[src/rtl/core/pcf_pkg.sv]
// ----------------------------------------------------------------------------
// pcf_pkg
// types, codes and the crc-8 byte step shared by the framer / checker
// ----------------------------------------------------------------------------
`default_nettype none

package pcf_pkg;

    localparam logic [1:0] POS_FIRST  = 2'd0;
    localparam logic [1:0] POS_SECOND = 2'd1;
    localparam logic [1:0] POS_CRC    = 2'd2;

    localparam logic KIND_FRAME = 1'b0;
    localparam logic KIND_CHECK = 1'b1;

    localparam logic CFG_POLY = 1'b0;
    localparam logic CFG_INIT = 1'b1;

    localparam logic [7:0] POLY_RESET = 8'h31;
    localparam logic [7:0] INIT_RESET = 8'hFF;

    typedef struct packed {
        logic [7:0] data;
        logic       is_payload;
        logic       pair_ok;
        logic       transfer_ok;
        logic       run_last;
    } result_t;

    typedef struct packed {
        result_t first;
        result_t second;
        logic    two;
    } step_out_t;

    // msb-first crc-8, implicit x^8 term
    function automatic logic [7:0] crc_absorb(
        input logic [7:0] crc,
        input logic [7:0] b,
        input logic [7:0] poly
    );
        logic [7:0] c;
        c = crc ^ b;
        for (int i = 0; i < 8; i++)
        begin
            c = c[7] ? ({c[6:0], 1'b0} ^ poly) : {c[6:0], 1'b0};
        end
        return c;
    endfunction

endpackage

`default_nettype wire

[src/rtl/core/pcf_engine.sv]
// ----------------------------------------------------------------------------
// pcf_engine
// per-byte framing / check step with position, running crc and mismatch state
// ----------------------------------------------------------------------------
`default_nettype none

module pcf_engine
    import pcf_pkg::*;
(
    input  wire logic       clk,
    input  wire logic       rst_n,
    input  wire logic       step,
    input  wire logic       kind,
    input  wire logic [7:0] in_byte,
    input  wire logic       in_last,
    input  wire logic [7:0] poly,
    input  wire logic [7:0] init,
    output step_out_t       res
);

    logic [1:0] pos_reg;
    logic [1:0] pos_next;
    logic [7:0] crc_reg;
    logic       mismatch_reg;
    logic       mismatch_next;

    logic       is_check;
    logic [1:0] pos_eff;
    logic [7:0] base;
    logic [7:0] crc_new;
    logic       crc_match;
    logic       report;
    logic       two;
    logic       mismatch_now;

    always_comb
    begin
        is_check = (kind == KIND_CHECK);
        case (pos_reg)
            POS_SECOND: pos_eff = POS_SECOND;
            POS_CRC:    pos_eff = is_check ? POS_CRC : POS_FIRST;
            default:    pos_eff = POS_FIRST;
        endcase
        base         = (pos_eff == POS_SECOND) ? crc_reg : init;
        crc_new      = crc_absorb(base, in_byte, poly);
        crc_match    = (in_byte == crc_reg);
        report       = is_check && (pos_eff == POS_CRC);
        two          = !is_check && (pos_eff == POS_SECOND);
        mismatch_now = mismatch_reg | (report & ~crc_match);

        res.two                = two;
        res.first.data         = report ? 8'h00 : in_byte;
        res.first.is_payload   = ~report;
        res.first.pair_ok      = report & crc_match;
        res.first.transfer_ok  = ~mismatch_now;
        res.first.run_last     = ~two;
        res.second.data        = crc_new;
        res.second.is_payload  = 1'b0;
        res.second.pair_ok     = 1'b0;
        res.second.transfer_ok = ~mismatch_now;
        res.second.run_last    = 1'b1;

        if (in_last || report || two)
        begin
            pos_next = POS_FIRST;
        end
        else if (is_check)
        begin
            pos_next = pos_eff + 2'd1;
        end
        else
        begin
            pos_next = POS_SECOND;
        end
        mismatch_next = in_last ? 1'b0 : mismatch_now;
    end

    always_ff @(posedge clk or negedge rst_n)
    begin
        if (!rst_n)
        begin
            pos_reg      <= POS_FIRST;
            mismatch_reg <= 1'b0;
        end
        else if (step)
        begin
            pos_reg      <= pos_next;
            mismatch_reg <= mismatch_next;
        end
    end

    // running crc is only read after a byte of the pair has written it
    always_ff @(posedge clk)
    begin
        if (step && !report)
        begin
            crc_reg <= crc_new;
        end
    end

endmodule

`default_nettype wire

[config.mk]
export PLATFORM = sky130hd
export DESIGN_NAME = pcf_engine
export DESIGN_NICKNAME = d
export VERILOG_FILES = /design/src/rtl/core/pcf_pkg.sv /design/src/rtl/core/pcf_engine.sv
export SDC_FILE = /design/constraint.sdc
export NUM_CORES = 1
export LEC_CHECK = 0
export BUFFER_PORTS_ARGS = -buffer_cell sky130_fd_sc_hd__buf_2
export CAP_MARGIN = 20
export CORE_ASPECT_RATIO = 1.2
export CORE_UTILIZATION = 55
export DETAILED_ROUTE_END_ITERATION = 7
export GPL_ROUTABILITY_DRIVEN = 0
export PLACE_DENSITY_LB_ADDON = 0.05
export SKIP_CTS_REPAIR_TIMING = 1
export SLEW_MARGIN = 20
export SYNTH_ARGS = -nofsm -noshare
export SYNTH_HDL_FRONTEND = slang
export SYNTH_SLANG_ARGS = --single-unit
[constraint.sdc]
create_clock -name clk -period 6 [get_ports clk]
set_input_delay 0.6 -clock clk [delete_from_list [all_inputs] [get_ports clk]]
set_output_delay 0.6 -clock clk [all_outputs]
set_load 0.01 [all_outputs]
# After elaboration in Yosys (flattened, before gate mapping)
# Cells that the tools add are included.
[totals]
ff_bits = 11
out_inout_bits = 25
word_cells = 47
[classes]
addsub = 1
n_eq_ne = 5
n_mux = 15
bitwise_logic = 16
reduce_logical = 7
[op_table]
columns = ["operator", "n"]
rows = [
  ["8-bit 2-to-1 mux", 10],
  ["8-bit XOR", 9],
  ["8-bit == test", 1],
  ["2-bit 2-to-1 mux", 3],
  ["2-bit by 1-bit == test with 1-bit output, second input constant", 2],
  ["2-bit == test, second input constant", 2],
  ["1-bit NOT", 4],
  ["2-bit one-hot mux with 2 select lines", 1],
  ["1-bit logical AND", 3],
  ["2-bit by 1-bit adder with 2-bit output, second input constant", 1],
  ["1-bit bitwise AND", 2],
  ["1-bit zero test", 2],
  ["1-bit logical OR", 2],
  ["1-bit 2-to-1 mux", 1],
  ["1-bit bitwise OR", 1],
]

# Logic depth before layout (Yosys ltp)
[depth]
ltp_word = 21
ltp_mapped = 17

# Worst setup path after synthesis
# OpenSTA, ideal clock, no wires.
[synth_timing]
path_type = "register -> output"
from = "reg pos_reg[1]"
to = "out res[12] (netlist bit)"
t_arrival_ps = 4649
slack_ps = 751
path_stages_with_launch = 16
n_path_buf = 0
cell_sequence = "dfrtp_1 -> inv_1 -> ha_1 -> mux2i_4 -> xor2_2 -> nand2_1 -> o221a_4 -> xnor2_4 -> and3_1 -> o41ai_1 -> and2_4 -> mux2i_1 -> xnor3_2 -> or4b_1 -> and4_1 -> xnor2_1"
[synth_rtl]
columns = ["item", "line", "rtl"]
rows = [
  ["start: declaration", "pcf_engine.sv:21", "logic [1:0] pos_reg;"],
  ["start signal: assignment", "pcf_engine.sv:87", "pos_reg <= pos_next;"],
  ["end: declaration", "pcf_engine.sv:18", "output step_out_t res"],
]

==> summary.md <==
| Metric | Value |
|---|---|
| Mux cell area share after synthesis | 6.061% |
| All-Layer GR Usage | 26.24% |
| Fmax | 0.1741 GHz |
| Area leader, netlist | xnor2_1 |
| Post-detailed-route count of antenna-violating nets | 0 |
| Fin Clk Skew | 0.003454 ns |
| P per Cell Area | 745.5 nW/um2 |
| Slew Viols, Final | 0 |
| Average size of a mapped cell | 7.898 um2 |
| Iter 0 DRT Violations | 101 |
| Horiz. Die Dim | 61.72 um |
| DR pass1 iterations | 4 |
| VDD IR max | 633.9 uV |
| Max-cap violations | 0 |
| Worst setup path category | reg -> out |
| Largest family of logic cells by synthesized area | XOR/XNOR gates |
| Yosys warnings | 0 |
| Ys async rst share | 27.27% |
| Sw frac | 49.06% |
| Crit path DAT | 5.14 ns |
| Non-Filler Instances | 392 |
| Syn-to-layout area delta | 12.39% |
| CP max FO | 18 |
| Largest net degree at the start of global routing | 24 |
| Distinct cell type count after synthesis | 66 |
| FF+latch count, synth | 11 |
| Share of power burned in the clock network | 3.5% |
| WL final | 5.779 mm |
| Synth area leaders | xnor2_1 12%, edfxtp_1 10%, xor2_1 7.4% |
| Fill cells | 392 |
| PortBufs | 50 |
| CTS root buffer | clkbuf_8 |
| Synthesized instance count | 298 |
| Clock Sinks | 11 |
| Post-layout util | 66.06% |
| Xor and xnor area share after synthesis | 28.71% |
| Fin crit period | 5.743 ns |
| Reg2Reg Depth | 16 |
| Placed cells | 386 |
| Worst-path clk slew | 0.05 ns |
| Num CTS Buffers | 3 |
| Final setup violation count | 0 |
| Post-Syn Area | 2354 um2 |
| Post-DP HPWL | 4.563 mm |
| Post-synth EDFFs | 8 |
| Total congestion overflow | 0 |
| Sequential Power Share | 10.6% |
| Final Power | 0.001972 W |
| RSZ-0062 raised after global routing | false |
| Vias in the first global route | 1918 |
| Max reg flops | 8 |
| Simple-gate area share of the yosys netlist | 24.72% |
| Post-DR vias/cell | 5.673 |
| Count leader, synth | nand2_1 |
| Final Hold Violating Endpoints | 0 |
| Vias | 2224 |
| Worst Hold Class | in -> async |
| CTS tree | yes |
| First-pass GRT wire length | 8.970 mm |
| Post-synthesis sequential area ratio | 13.40% |
| Diode count | 0 |
| WL/cell | 14.74 um |
| Net Switching | 0.0009673 W |
| Lkg Pwr | 1.099 nW |
| Register area | 315.3 um2 |
| Compound-cell area share of the yosys netlist | 17.28% |
| Worst skew pair latency | 0.23 ns |
| Die height | 73.66 um |
| Startpoint types | register |
| Proportion of layout cells with a drive suffix above 1 | 25.44% |
| Top cells by count, synth | 46 x nand2_1, 33 x xnor2_1, 20 x xor2_1, 16 x nor2_1, 16 x o21ai_0 |
| Multi-input gate area | 1854 um2 |
| Die area | 4546 um2 |
| Max_slew headroom | 66.98% |
| Internal | 0.001005 W |
| Worst-margin pin slew | 0.4918 ns |
| Maximum root-to-sink buffer count | 2 |
| Post-route DRC | 0 |
| Initial antenna violation count | 0 |
| Critical Path RT | 5.40 ns |
| # IOs | 54 |
| Core area | 4004 um2 |
| CTS HTree Levels | 1 |
| Post-Synth Adder-Cell Area | 1.063% |
| Combinational share of power | 85.9% |
| Hold_ws | 0.1552 ns |
| Nets | 370 |
| Status | finished, final reports clean |
| Critical Path Sink Type | output port |
| Top cell type's share of synthesized area | 12.28% |
| Ys flop type | edfxtp_1 |
| Final period utilization | 95.72% |
| Starting Density | 58.78% |
| Setup TNS | 0 ns |
| Rows | 25 |
logic make-up after synthesis:
group / after synthesis
AO/OA/AOI/OAI: 57
XOR/XNOR: 63
adder cells (fa/ha/maj): 2
buffers and inverters: 35
flip-flops: 11
multiplexers: 12
other: 2
AND/OR/NAND/NOR: 116
layout by cell type, fill, tap and decap left out, types with 3 or more instances in the layout:
cell and instances:
conb_1 3, nor2_1 16, dfrtp_1 3, nand2b_1 3
mux2i_1 8, edfxtp_1 8, xnor2_1 32, buf_4 10
and3_1 5, a21oi_1 8, buf_2 50, o21ai_0 16
inv_1 10, nand4_1 4, o22ai_1 3, a32oi_1 3
clkbuf_8 3, nand3_1 13, xor2_1 20, and2_1 10
o211ai_1 6, xnor2_2 4, nor4_1 4, nand2_1 46
routing by layer:
| layer | GRT usage (%) | vias to the layer above | wire, um | part of all wire (%) |
|---|---|---|---|---|
| met1 | 32.79 | 1004 | 2455 | 42 |
| li1 | - | 1121 | - | - |
| met2 | 46.48 | 91 | 2872 | 50 |
| met4 | 6.667 | 0 | 82 | 1.4 |
| met5 | 0 | - | 0 | 0 |
| met3 | 3.345 | 8 | 368 | 6.4 |
metrics by stage:
stage          setup slack (ns)  instance area (um2)
2_1_floorplan            0.7507                 2357
3_3_place_gp             0.4181                 2574
3_5_place_dp             0.2938                 2574
4_1_cts                 0.02895                 2619
5_1_grt                 0.02539                 2645
6_report                 0.2567                 2645
path summary, 6_finish.rpt:
kind | from | end | slack, ns
min in group clk | mismatch_reg | mismatch_reg | 0.55
worst min register to register | mismatch_reg | mismatch_reg | 0.55
worst max register to register | pos_reg[1] | crc_reg[7] | 1.04
worst max-delay path | pos_reg[1] | res[12] | 0.26
worst min-delay path | rst_n | pos_reg[0] | 0.16
max in group asynchronous | rst_n | pos_reg[1] | 5.73
critical path, stage by stage (launching register included):
cell     delay [ns]
dfrtp_1        0.37
inv_1          0.08
ha_2           0.31
mux2i_4        0.40
xnor2_4        0.26
mux2i_1        0.16
o221a_4        0.31
xnor2_4        0.19
buf_4          0.16
a31o_1         0.18
or4_1          0.52
and2_4         0.22
mux2i_1        0.14
xnor3_2        0.52
or4b_1         0.52
and4_1         0.20
xnor2_1        0.19
buf_2          0.17
area by class of cell:
type | count | share of cell area (%)
multi-input combinational | 253 | 70.10
timing repair buffer | 60 | 12.30
sequential | 11 | 11.92
tap | 54 | 2.554
clock buffer | 4 | 1.703
inverter | 10 | 1.419
power by group through the flow:
stage	registers [W]	logic, W	clock network [W]
floorplan	0.000198	0.00125	0
global placement	0.000212	0.00165	0
detailed placement	0.000212	0.00166	0
CTS	0.000210	0.00167	0.0000717
global route	0.000212	0.00185	0.0000759
finish	0.000209	0.00169	0.0000695
(Power assumes the default switching activity.)
